[src/rtl/bmpu_pkg.sv]
// Package for the BMP pixel unpacker: register codes, dimension limits and the
// record types passed between the unpacker modules. No dependencies.
`default_nettype none

package bmpu_pkg;

   localparam int unsigned DimWidth     = 13;
   localparam int unsigned CountWidth   = 12;
   localparam int unsigned IndexWidth   = 24;
   localparam int unsigned CsrIndexBits = 3;

   localparam logic [DimWidth-1:0] MaxWidth  = 13'd4096;
   localparam logic [DimWidth-1:0] MaxHeight = 13'd4096;
   localparam logic [7:0]          OpaqueAlpha = 8'd255;

   typedef enum logic [CsrIndexBits-1:0] {
      CSR_IMAGE_WIDTH  = 3'd0,
      CSR_IMAGE_HEIGHT = 3'd1,
      CSR_HAS_ALPHA    = 3'd2,
      CSR_BOTTOM_UP    = 3'd3
   } csr_index_type;

   typedef struct packed {
      logic [DimWidth-1:0] width;
      logic [DimWidth-1:0] height;
      logic                has_alpha;
      logic                bottom_up;
   } image_cfg_type;

   typedef struct packed {
      logic [CountWidth-1:0] dest_row;
      logic [CountWidth-1:0] column;
      logic [7:0]            red;
      logic [7:0]            green;
      logic [7:0]            blue;
      logic [7:0]            alpha;
      logic                  last;
   } pixel_rec_type;

   // A dimension of zero acts as one; anything above the limit acts as the limit.
   function automatic logic [DimWidth-1:0] clamp_dim(input logic [DimWidth-1:0] value,
                                                     input logic [DimWidth-1:0] limit);
      logic [DimWidth-1:0] result;
      if (value == '0) begin
         result = DimWidth'(1);
      end else if (value > limit) begin
         result = limit;
      end else begin
         result = value;
      end
      return result;
   endfunction

endpackage

`default_nettype wire

[src/rtl/bmpu_stream_if.sv]
// Valid/ready channel interfaces for the BMP pixel unpacker: the byte input
// channel and the RGBA pixel result channel. No dependencies.
`default_nettype none

interface bmpu_byte_if;
   logic       valid;
   logic       ready;
   logic [7:0] data_byte;

   modport source (output valid, output data_byte, input ready);
   modport sink   (input valid, input data_byte, output ready);
endinterface

interface bmpu_pixel_if;
   logic        valid;
   logic        ready;
   logic [23:0] pixel_index;
   logic [7:0]  red;
   logic [7:0]  green;
   logic [7:0]  blue;
   logic [7:0]  alpha;
   logic        last;

   modport source (output valid, output pixel_index, output red, output green,
                   output blue, output alpha, output last, input ready);
   modport sink   (input valid, input pixel_index, input red, input green,
                   input blue, input alpha, input last, output ready);
endinterface

`default_nettype wire

[src/rtl/bmpu_assembler.sv]
// Byte assembler for the BMP pixel unpacker: gathers pixel bytes, skips row
// padding and tracks stored row and column. Depends on bmpu_pkg.
`default_nettype none

module bmpu_assembler (
   input  wire logic                    clock,
   input  wire logic                    reset,
   input  wire logic                    restart,
   input  wire bmpu_pkg::image_cfg_type cfg,
   input  wire logic                    byte_take,
   input  wire logic [7:0]              data_byte,
   output      logic                    pixel_done,
   output      bmpu_pkg::pixel_rec_type pixel
);

   logic [1:0]                        phase_ff, phase_in;
   logic [23:0]                       held_ff, held_in;
   logic [bmpu_pkg::CountWidth-1:0]   column_ff, column_in;
   logic [bmpu_pkg::CountWidth-1:0]   row_ff, row_in;
   logic [1:0]                        pad_ff, pad_in;
   logic                              done_ff, done_in;

   logic [1:0]                        last_phase;
   logic [bmpu_pkg::CountWidth-1:0]   width_last;
   logic [bmpu_pkg::CountWidth-1:0]   height_last;
   logic                              row_end;

   always_comb begin
      last_phase  = cfg.has_alpha ? 2'd3 : 2'd2;
      width_last  = bmpu_pkg::CountWidth'(cfg.width - bmpu_pkg::DimWidth'(1));
      height_last = bmpu_pkg::CountWidth'(cfg.height - bmpu_pkg::DimWidth'(1));
      row_end     = (column_ff == width_last);

      phase_in   = phase_ff;
      held_in    = held_ff;
      column_in  = column_ff;
      row_in     = row_ff;
      pad_in     = pad_ff;
      done_in    = done_ff;
      pixel_done = 1'b0;

      if (byte_take && !done_ff) begin
         if (pad_ff != 2'd0) begin
            pad_in = pad_ff - 2'd1;
         end else if (phase_ff != last_phase) begin
            case (phase_ff)
               2'd0:    held_in[7:0]   = data_byte;
               2'd1:    held_in[15:8]  = data_byte;
               default: held_in[23:16] = data_byte;
            endcase
            phase_in = phase_ff + 2'd1;
         end else begin
            pixel_done = 1'b1;
            phase_in   = 2'd0;
            if (row_end) begin
               column_in = '0;
               row_in    = row_ff + bmpu_pkg::CountWidth'(1);
               pad_in    = cfg.has_alpha ? 2'd0 : cfg.width[1:0];
               done_in   = (row_ff == height_last);
            end else begin
               column_in = column_ff + bmpu_pkg::CountWidth'(1);
            end
         end
      end

      if (restart) begin
         phase_in  = 2'd0;
         column_in = '0;
         row_in    = '0;
         pad_in    = 2'd0;
         done_in   = 1'b0;
      end
   end

   always_comb begin
      pixel.dest_row = cfg.bottom_up ? (height_last - row_ff) : row_ff;
      pixel.column   = column_ff;
      pixel.green    = held_ff[15:8];
      pixel.blue     = held_ff[7:0];
      pixel.last     = (row_ff == height_last) && row_end;
      if (cfg.has_alpha) begin
         pixel.red   = held_ff[23:16];
         pixel.alpha = data_byte;
      end else begin
         pixel.red   = data_byte;
         pixel.alpha = bmpu_pkg::OpaqueAlpha;
      end
   end

   always_ff @(posedge clock) begin
      if (reset) begin
         phase_ff  <= 2'd0;
         column_ff <= '0;
         row_ff    <= '0;
         pad_ff    <= 2'd0;
         done_ff   <= 1'b0;
      end else begin
         phase_ff  <= phase_in;
         column_ff <= column_in;
         row_ff    <= row_in;
         pad_ff    <= pad_in;
         done_ff   <= done_in;
      end
   end

   always_ff @(posedge clock) begin
      held_ff <= held_in;
   end

endmodule

`default_nettype wire

[src/rtl/bmp_pixel_unpack_rgba.sv]
// Top level of the BMP pixel unpacker: configuration registers, pixel record
// stage and result register. Depends on bmpu_pkg, bmpu_stream_if and bmpu_assembler.
//
// Usage: the req_bytes channel carries the stored BMP pixel array, one byte per
// transaction. The rsp_pixels channel gives one transaction per completed pixel
// with its destination index (row times width plus column, rows flipped when
// bottom_up is set), the RGBA components and a flag on the final pixel.
// Row padding and every byte after the final pixel produce no transaction.
// The csr port writes image_width, image_height, has_alpha and bottom_up; any
// write to these four restarts the image and must be made while the block is idle.
// Throughput: one byte per cycle, sustained while the receiver does not stall.
// The pixel completed by a byte is registered in the pixel record stage and
// then in the result register, which drives rsp_pixels; the index product is
// formed in the second stage. When the receiver stalls, the result register
// and the pixel record stage fill and req_bytes.ready drops until the result
// is taken. Synchronous reset clears both stages, restores the register
// defaults (width 1, height 1, 24-bit pixels, bottom-up) and starts a new image.
`default_nettype none

module bmp_pixel_unpack_rgba (
   input  wire logic                                clock,
   input  wire logic                                reset,
   input  wire logic                                csr_write_en,
   input  wire logic [bmpu_pkg::CsrIndexBits-1:0]   csr_index,
   input  wire logic [bmpu_pkg::DimWidth-1:0]       csr_write_data,
   bmpu_byte_if.sink                                req_bytes,
   bmpu_pixel_if.source                             rsp_pixels
);

   bmpu_pkg::image_cfg_type cfg_ff, cfg_in;
   logic                    restart;

   logic                    byte_take;
   logic                    pixel_done;
   bmpu_pkg::pixel_rec_type pixel;

   logic                    rec_valid_ff, rec_valid_in;
   bmpu_pkg::pixel_rec_type rec_ff;
   logic                    rsp_valid_ff, rsp_valid_in;
   logic [bmpu_pkg::IndexWidth-1:0] index_ff;
   logic [bmpu_pkg::IndexWidth-1:0] index_in;
   bmpu_pkg::pixel_rec_type rsp_rec_ff;
   logic                    rsp_advance;
   logic                    rec_advance;

   always_comb begin
      cfg_in  = cfg_ff;
      restart = 1'b0;
      if (csr_write_en) begin
         case (csr_index)
            bmpu_pkg::CSR_IMAGE_WIDTH: begin
               cfg_in.width = bmpu_pkg::clamp_dim(csr_write_data, bmpu_pkg::MaxWidth);
               restart      = 1'b1;
            end
            bmpu_pkg::CSR_IMAGE_HEIGHT: begin
               cfg_in.height = bmpu_pkg::clamp_dim(csr_write_data, bmpu_pkg::MaxHeight);
               restart       = 1'b1;
            end
            bmpu_pkg::CSR_HAS_ALPHA: begin
               cfg_in.has_alpha = csr_write_data[0];
               restart          = 1'b1;
            end
            bmpu_pkg::CSR_BOTTOM_UP: begin
               cfg_in.bottom_up = csr_write_data[0];
               restart          = 1'b1;
            end
            default: begin
               restart = 1'b0;
            end
         endcase
      end
   end

   always_ff @(posedge clock) begin
      if (reset) begin
         cfg_ff.width     <= bmpu_pkg::DimWidth'(1);
         cfg_ff.height    <= bmpu_pkg::DimWidth'(1);
         cfg_ff.has_alpha <= 1'b0;
         cfg_ff.bottom_up <= 1'b1;
      end else begin
         cfg_ff <= cfg_in;
      end
   end

   assign rsp_advance     = !rsp_valid_ff || rsp_pixels.ready;
   assign rec_advance     = !rec_valid_ff || rsp_advance;
   assign req_bytes.ready = rec_advance;
   assign byte_take       = req_bytes.valid && rec_advance;

   bmpu_assembler u_assembler (
      .clock      (clock),
      .reset      (reset),
      .restart    (restart),
      .cfg        (cfg_ff),
      .byte_take  (byte_take),
      .data_byte  (req_bytes.data_byte),
      .pixel_done (pixel_done),
      .pixel      (pixel)
   );

   always_comb begin
      rec_valid_in = rec_valid_ff;
      if (rec_advance) begin
         rec_valid_in = pixel_done;
      end
      rsp_valid_in = rsp_valid_ff;
      if (rsp_advance) begin
         rsp_valid_in = rec_valid_ff;
      end
      index_in = bmpu_pkg::IndexWidth'(rec_ff.dest_row * cfg_ff.width)
                 + bmpu_pkg::IndexWidth'(rec_ff.column);
   end

   always_ff @(posedge clock) begin
      if (reset) begin
         rec_valid_ff <= 1'b0;
         rsp_valid_ff <= 1'b0;
      end else begin
         rec_valid_ff <= rec_valid_in;
         rsp_valid_ff <= rsp_valid_in;
      end
   end

   always_ff @(posedge clock) begin
      if (rec_advance && pixel_done) begin
         rec_ff <= pixel;
      end
      if (rsp_advance && rec_valid_ff) begin
         index_ff   <= index_in;
         rsp_rec_ff <= rec_ff;
      end
   end

   assign rsp_pixels.valid       = rsp_valid_ff;
   assign rsp_pixels.pixel_index = index_ff;
   assign rsp_pixels.red         = rsp_rec_ff.red;
   assign rsp_pixels.green       = rsp_rec_ff.green;
   assign rsp_pixels.blue        = rsp_rec_ff.blue;
   assign rsp_pixels.alpha       = rsp_rec_ff.alpha;
   assign rsp_pixels.last        = rsp_rec_ff.last;

endmodule

`default_nettype wire

[src/flat_wrapper.sv]
// flat-port wrapper written by rule: the top's interface ports become plain ports
module bmp_pixel_unpack_rgba_flat 
  (clock, reset, csr_write_en, csr_index, csr_write_data, req_bytes_valid, req_bytes_data_byte, req_bytes_ready, rsp_pixels_valid, rsp_pixels_pixel_index, rsp_pixels_red, rsp_pixels_green, rsp_pixels_blue, rsp_pixels_alpha, rsp_pixels_last, rsp_pixels_ready);
  bmpu_byte_if req_bytes_i ();
  bmpu_pixel_if rsp_pixels_i ();
  input  wire logic clock;
  input  wire logic reset;
  input  wire logic csr_write_en;
  input  wire logic [bmpu_pkg::CsrIndexBits-1:0] csr_index;
  input  wire logic [bmpu_pkg::DimWidth-1:0] csr_write_data;
  input wire logic [$bits(req_bytes_i.valid)-1:0] req_bytes_valid;
  input wire logic [$bits(req_bytes_i.data_byte)-1:0] req_bytes_data_byte;
  output wire logic [$bits(req_bytes_i.ready)-1:0] req_bytes_ready;
  output wire logic [$bits(rsp_pixels_i.valid)-1:0] rsp_pixels_valid;
  output wire logic [$bits(rsp_pixels_i.pixel_index)-1:0] rsp_pixels_pixel_index;
  output wire logic [$bits(rsp_pixels_i.red)-1:0] rsp_pixels_red;
  output wire logic [$bits(rsp_pixels_i.green)-1:0] rsp_pixels_green;
  output wire logic [$bits(rsp_pixels_i.blue)-1:0] rsp_pixels_blue;
  output wire logic [$bits(rsp_pixels_i.alpha)-1:0] rsp_pixels_alpha;
  output wire logic [$bits(rsp_pixels_i.last)-1:0] rsp_pixels_last;
  input wire logic [$bits(rsp_pixels_i.ready)-1:0] rsp_pixels_ready;
  assign req_bytes_i.valid = req_bytes_valid;
  assign req_bytes_i.data_byte = req_bytes_data_byte;
  assign req_bytes_ready = req_bytes_i.ready;
  assign rsp_pixels_valid = rsp_pixels_i.valid;
  assign rsp_pixels_pixel_index = rsp_pixels_i.pixel_index;
  assign rsp_pixels_red = rsp_pixels_i.red;
  assign rsp_pixels_green = rsp_pixels_i.green;
  assign rsp_pixels_blue = rsp_pixels_i.blue;
  assign rsp_pixels_alpha = rsp_pixels_i.alpha;
  assign rsp_pixels_last = rsp_pixels_i.last;
  assign rsp_pixels_i.ready = rsp_pixels_ready;
  bmp_pixel_unpack_rgba u_core (.clock(clock), .reset(reset), .csr_write_en(csr_write_en), .csr_index(csr_index), .csr_write_data(csr_write_data), .req_bytes(req_bytes_i), .rsp_pixels(rsp_pixels_i));
endmodule
[config.mk]
export PLATFORM = sky130hd
export DESIGN_NAME = bmp_pixel_unpack_rgba_flat
export DESIGN_NICKNAME = d
export VERILOG_FILES = /design/src/rtl/bmpu_pkg.sv /design/src/rtl/bmpu_stream_if.sv /design/src/rtl/bmpu_assembler.sv /design/src/rtl/bmp_pixel_unpack_rgba.sv /design/src/flat_wrapper.sv
export SDC_FILE = /design/constraint.sdc
export NUM_CORES = 1
export LEC_CHECK = 0
export BUFFER_PORTS_ARGS = -buffer_cell sky130_fd_sc_hd__buf_4
export CORE_UTILIZATION = 62
export CTS_CLUSTER_SIZE = 10
export DETAILED_ROUTE_END_ITERATION = 6
export GPL_TIMING_DRIVEN = 0
export PLACE_DENSITY_LB_ADDON = 0.12
export RECOVER_POWER = 100
export SYNTH_ARGS = -nofsm -noshare
export SYNTH_HDL_FRONTEND = slang
export SYNTH_HIERARCHICAL = 1
export SYNTH_SLANG_ARGS = --single-unit
[constraint.sdc]
create_clock -name clock -period 6.5 [get_ports clock]
set_input_delay 0.65 -clock clock [delete_from_list [all_inputs] [get_ports clock]]
set_output_delay 0.65 -clock clock [all_outputs]
set_load 0.02 [all_outputs]
# Word level (Yosys, flattened, before mapping)
# Cells that the tools add are included.
# Widths: inputs -> output; s select.
[totals]
reg_bits = 196
latchBits = 0
ramBits = 0
romBits = 0
in_bits = 29
output_inout_bits = 59
word_cells = 93
memories = 0
[classes]
add_sub_neg = 8
multipliers = 1
div_mod_pow = 0
magnitude_cmp = 1
n_eq_ne = 8
shift = 0
muxes = 16
n_bitwise = 3
n_reduce_logical = 29
[op_table]
columns = ["op", "n"]
rows = [
  ["$mux 13", 2],
  ["$add 12x1->12 const B", 2],
  ["$add 24x12->24", 1],
  ["$eq 12x12->1", 2],
  ["$mul 12x13->24", 1],
  ["$mux 12", 2],
  ["$sub 12x1->12 const B", 2],
  ["$reduce_and 4->1", 4],
  ["$gt 13x13->1 const B", 1],
  ["$logic_not 13->1", 1],
  ["$sub 12x12->12", 1],
  ["$mux 2", 5],
  ["$reduce_and 2->1", 5],
  ["$mux 8", 1],
  ["$eq 3x2->1 const B", 2],
  ["$mux 1", 6],
  ["$reduce_and 3->1", 2],
  ["$logic_and 1x1->1", 5],
  ["$reduce_bool 2->1", 2],
  ["$reduce_or 2->1", 2],
  ["$reduce_or 4->1", 1],
  ["$eq 3x1->1 const B", 1],
  ["$logic_not 1->1", 3],
  ["$logic_not 3->1", 1],
  ["8 further kinds", 11],
]

# Longest topological paths before layout
[logic_depth]
depth_word = 7
mapped_depth = 19

# By module
# Netlist, hierarchy kept.
[by_module_without_submodules]
columns = ["module", "n_inst", "cells_each", "area_each_um2", "seq_area_each_um2"]
rows = [
  ["bmp_pixel_unpack_rgba", 1, 968, 10369.9, 4023.9],
  ["bmpu_assembler", 1, 422, 3779.9, 1301.2],
]

# Worst setup path after synthesis
# No wires, ideal clock.
[synth_path]
path_type = "flip-flop to flip-flop"
from = "reg u_core/cfg_ff[20] in the netlist's numbering"
to = "reg u_core.index_ff, in the netlist u_core/rsp_pixels.pixel_index[17], data pin"
setup_time_ns = 0.265
arrival_ns = 4.793
required_time_ns = 6.235
setup_slack_ns = 1.442
path_stages_with_launch = 17
n_path_buf = 1
period_less_slack_ns = 5.058
cell_sequence = "dfxtp_1 clkbuf_1 nand2_1 fa_1 fa_1 fa_1 inv_1 fa_1 inv_1 fa_1 inv_1 ha_1 a21oi_1 o211ai_2 a31oi_1 o21ai_0 xor2_1"
[synth_via]
elab_chain_cells = 2
[synth_rtl]
columns = ["element", "line", "text"]
rows = [
  ["from (decl)", "bmp_pixel_unpack_rgba.sv:30", "bmpu_pkg::image_cfg_type cfg_ff, cfg_in;"],
  ["from (signal assigned)", "bmp_pixel_unpack_rgba.sv:81", "cfg_ff <= cfg_in;"],
  ["$mul 12x13->24", "bmp_pixel_unpack_rgba.sv:110", "index_in = bmpu_pkg::IndexWidth'(rec_ff.dest_row * cfg_ff.width)"],
  ["$add 24x12->24", "bmp_pixel_unpack_rgba.sv:111", "+ bmpu_pkg::IndexWidth'(rec_ff.column);"],
  ["named net u_core.index_in, one bit", "bmp_pixel_unpack_rgba.sv:41", "logic [bmpu_pkg::IndexWidth-1:0] index_in;"],
  ["to (signal assigned)", "bmp_pixel_unpack_rgba.sv:129", "index_ff <= index_in;"],
  ["to (decl)", "bmp_pixel_unpack_rgba.sv:40", "logic [bmpu_pkg::IndexWidth-1:0] index_ff;"],
]
# The timed path passes the listed nets, and every way through them passes these cells.
# A chain may end at the register's enable or synchronous reset.

# Final worst setup path
[layout_path]
from = "reg u_core/cfg_ff[17] in the netlist's numbering"
to = "reg u_core.index_ff, in the netlist u_core/rsp_pixels.pixel_index[17], data pin"
# The elaborated chain is that of the path after synthesis.

==> results.py <==
metrics = {
    "outcome": {
        "status": "complete, but fails checks",
        "violations": "max-capacitance violations, max-slew violations",
    },
    "sta": {
        "worstMarginPinSlew_ps": 2572,
        "max_slew_margin_pct": -75.87,
        "fmaxAchievable_ghz": 0.1674,
        "slew_viol_final": 109,
        "finalCritPeriodShare_pct": 91.89,
        "hold_viol": 0,
        "fin_crit_ps": 5973,
        "finalSetupTns_ps": 0,
        "clock_skew_ps": 18.78,
        "setup_viol": 0,
        "rsz0062_at_grt": "false",
        "worst_slack_ps": 527.1,
    },
    "floorplanning": {
        "die_area_um2": 23380,
        "core_area_um2": 22090,
        "die-height_um": 152.9,
        "die_w_um": 152.9,
        "initial_core_util_pct": 63.90,
        "core.rowCount": 54,
        "ioPinCount": 88,
    },
    "route": {
        "routed_wl_um": 29430,
        "drt-wirelength-per-cell_um": 16.46,
        "vias_per_cell": 5.496,
        "drtIter0Drc": 616,
        "drt-pass1-iter-count": 6,
        "route.vias.total": 9826,
        "drc": 0,
        "ant_nets": 0,
    },
    "setup_path": {
        "path_class": "flop to flop",
        "cpMostUsedCell": "fa_1",
        "worstPathCellList": "clkbuf_1, nand2_1, fa_1, fa_1, fa_1, inv_1, fa_1, inv_1, fa_1, inv_1, ha_1, a21oi_1, o211ai_1, a31oi_1, o21ai_0, xor2_1",
        "end_kind": "flop",
        "startpoint_type": "flop",
        "cp_num_buf_inv": 4,
        "worstPathMaxFanout": 12,
        "cpPeakStageDelay_ps": 740,
        "cp_data_arrival_time_ps": 6150,
        "cp.required_ps": 6680,
        "cpMaxStageDelayCell": "dfxtp_1",
        "critPathTopFamily": "adder cells",
    },
    "global_routing": {
        "grt_max_degree": 37,
        "antenna_found_initial": 0,
        "grt_usage_pct": 26.07,
        "grt_overflow": 0,
        "grt_pass1_vias": 9741,
        "grt_pass1_wl_um": 47600,
    },
    "clock_tree": {
        "cts_hold_buf": 0,
        "clockRootBuffer": "clkbuf_16",
        "htreeDepth": 4,
        "clock_path_buffers": 2,
        "cts_tree": "done",
        "cts.clk_slew.worst_paths_ps": 80,
        "cts_made_buffers": 17,
        "cts_sinks": 196,
        "cts-resized-gates": 0,
        "insertion_delay_ps": 440,
        "cts_setup_buffers": 0,
    },
    "power": {
        "leakage_nw": 6.501,
        "power_frac_comb_pct": 10.6,
        "p_int_mw": 2.027,
        "switchingPower_mw": 0.7001,
        "pwr-share-seq_pct": 50.2,
        "p_clk_share_pct": 39.3,
        "pwr_density_cell_nw_per_um2": 177.0,
        "sw_frac_of_total_pct": 25.67,
        "max-vdd-ir-drop_v": 0.0001540,
    },
    "layout": {
        "drive_above_1_share_pct": 6.499,
        "antenna_cells": 0,
        "syn2layout_area_growth_pct": 9.164,
        "nets": 1732,
    },
    "placement": {
        "io_buffers": 87,
        "dp_hpwl_um": 22200,
        "gp_congestion": 0.8696,
        "place_ws_ps": 638.6,
    },
    "min_path": {
        "hold_path.class": "flop to flop",
    },
    "logic_synthesis": {
        "syn_area_per_cell_um2": 10.19,
        "netlist_instances": 1386,
        "synth_area_um2": 14120,
        "syn_nets": 1623,
        "ys_warn_count": 6,
    },
    "flow_run": {
        "max_cap_violations": 5,
    },
}
[cell usage in the layout (no fill, tap or decap), types with 4 or more instances in the layout]
cell and n:
inv_1 215, or2_2 5, dfxtp_1 58, nand4_1 13, clkbuf_1 117, o21ai_0 23, and2_0 12, edfxtp_1 138
xor2_1 29, a211oi_1 8, nand2_1 171, o211ai_1 4, inv_8 4, a2111oi_0 5, a31oi_1 5, a21oi_1 73
mux2_2 8, and2_1 80, fa_1 121, nand2b_1 16, or3_1 8, buf_2 5, o31ai_1 8, mux2i_1 7
nor4_1 7, clkbuf_16 17, nor2b_1 16, or4_1 5, and4_1 4, and3_1 6, ha_1 87, buf_4 18
clkbuf_4 17, nor3_1 21, nor2_1 47, a21o_1 13, xnor2_1 32, nand3_1 23
[per-layer routing]
layer	GRT usage (%)	vias up	wire length [um]	part of all wire, %
li1	-	4761	-	-
met1	33.04	4757	13020	44
met2	46.07	268	14420	49
met3	3.487	40	1333	4.5
met4	8.995	0	654	2.2
met5	0	-	0	0
[area by class of cell]
type                       instances  area (um2)
buffer                            68       329.1
clock buffer                      17       425.4
clock inverter                    15       181.4
fill                            1696        6683
inverter                         217       814.5
multi-input combinational        905        7596
sequential                       196        5305
tap                              280       350.3
timing repair buffer              90       409.1
[sequential cells by signal (all words and copies together), names as in the netlist]
register	flops
u_core/u_assembler/row_ff	12
u_core/cfg_ff	27
u_core/u_assembler/column_ff	12
u_core/u_assembler/pad_ff	2
u_core/rsp_pixels.pixel_index	24
u_core/rsp_pixels.last	1
u_core/rsp_pixels.valid	1
u_core/u_assembler/done_ff	1
u_core/u_assembler/phase_ff	2
u_core/rsp_pixels.red	8
u_core/rec_valid_ff	1
u_core/rec_ff	57
u_core/rsp_pixels.blue	8
u_core/rsp_pixels.green	8
u_core/u_assembler/held_ff	24
u_core/rsp_pixels.alpha	8
[final timing paths]
| path | start | to | slack (ps) | cells after the start |
|---|---|---|---|---|
| max | u_core/cfg_ff[17] | u_core/rsp_pixels.pixel_index[17] | 530 | 16 |
| min | u_core/rec_ff[10] | u_core/rsp_pixels.blue[1] | 410 | 0 |
| max reg2reg | u_core/cfg_ff[17] | u_core/rsp_pixels.pixel_index[17] | 530 | 16 |
| min reg2reg | u_core/rec_ff[10] | u_core/rsp_pixels.blue[1] | 410 | 0 |
[metrics by stage]
step	utilization [%]	area, um2	std cells	hold WS, ps	power (mW)
final	69.75	15410	1788	411.9	2.727
after global routing	69.75	15410	1788	419.7	2.826
after CTS	71.47	15790	1788	397.0	2.758
after detailed placement	68.72	15180	1756	404.5	1.689
after global placement	68.44	15120	1753	401.6	1.678
after floorplan	-	14120	1386	400.3	1.609
[power by group through the flow]
stage                     clock [mW]  sequential [mW]  combinational (mW)
after floorplan                    0             1.39               0.215
after global placement             0             1.40               0.282
after detailed placement           0             1.40               0.293
after CTS                       1.09             1.37               0.299
after global routing            1.13             1.37               0.322
final                           1.07             1.37               0.288
Note: power is estimated with default switching activity, not from simulation.
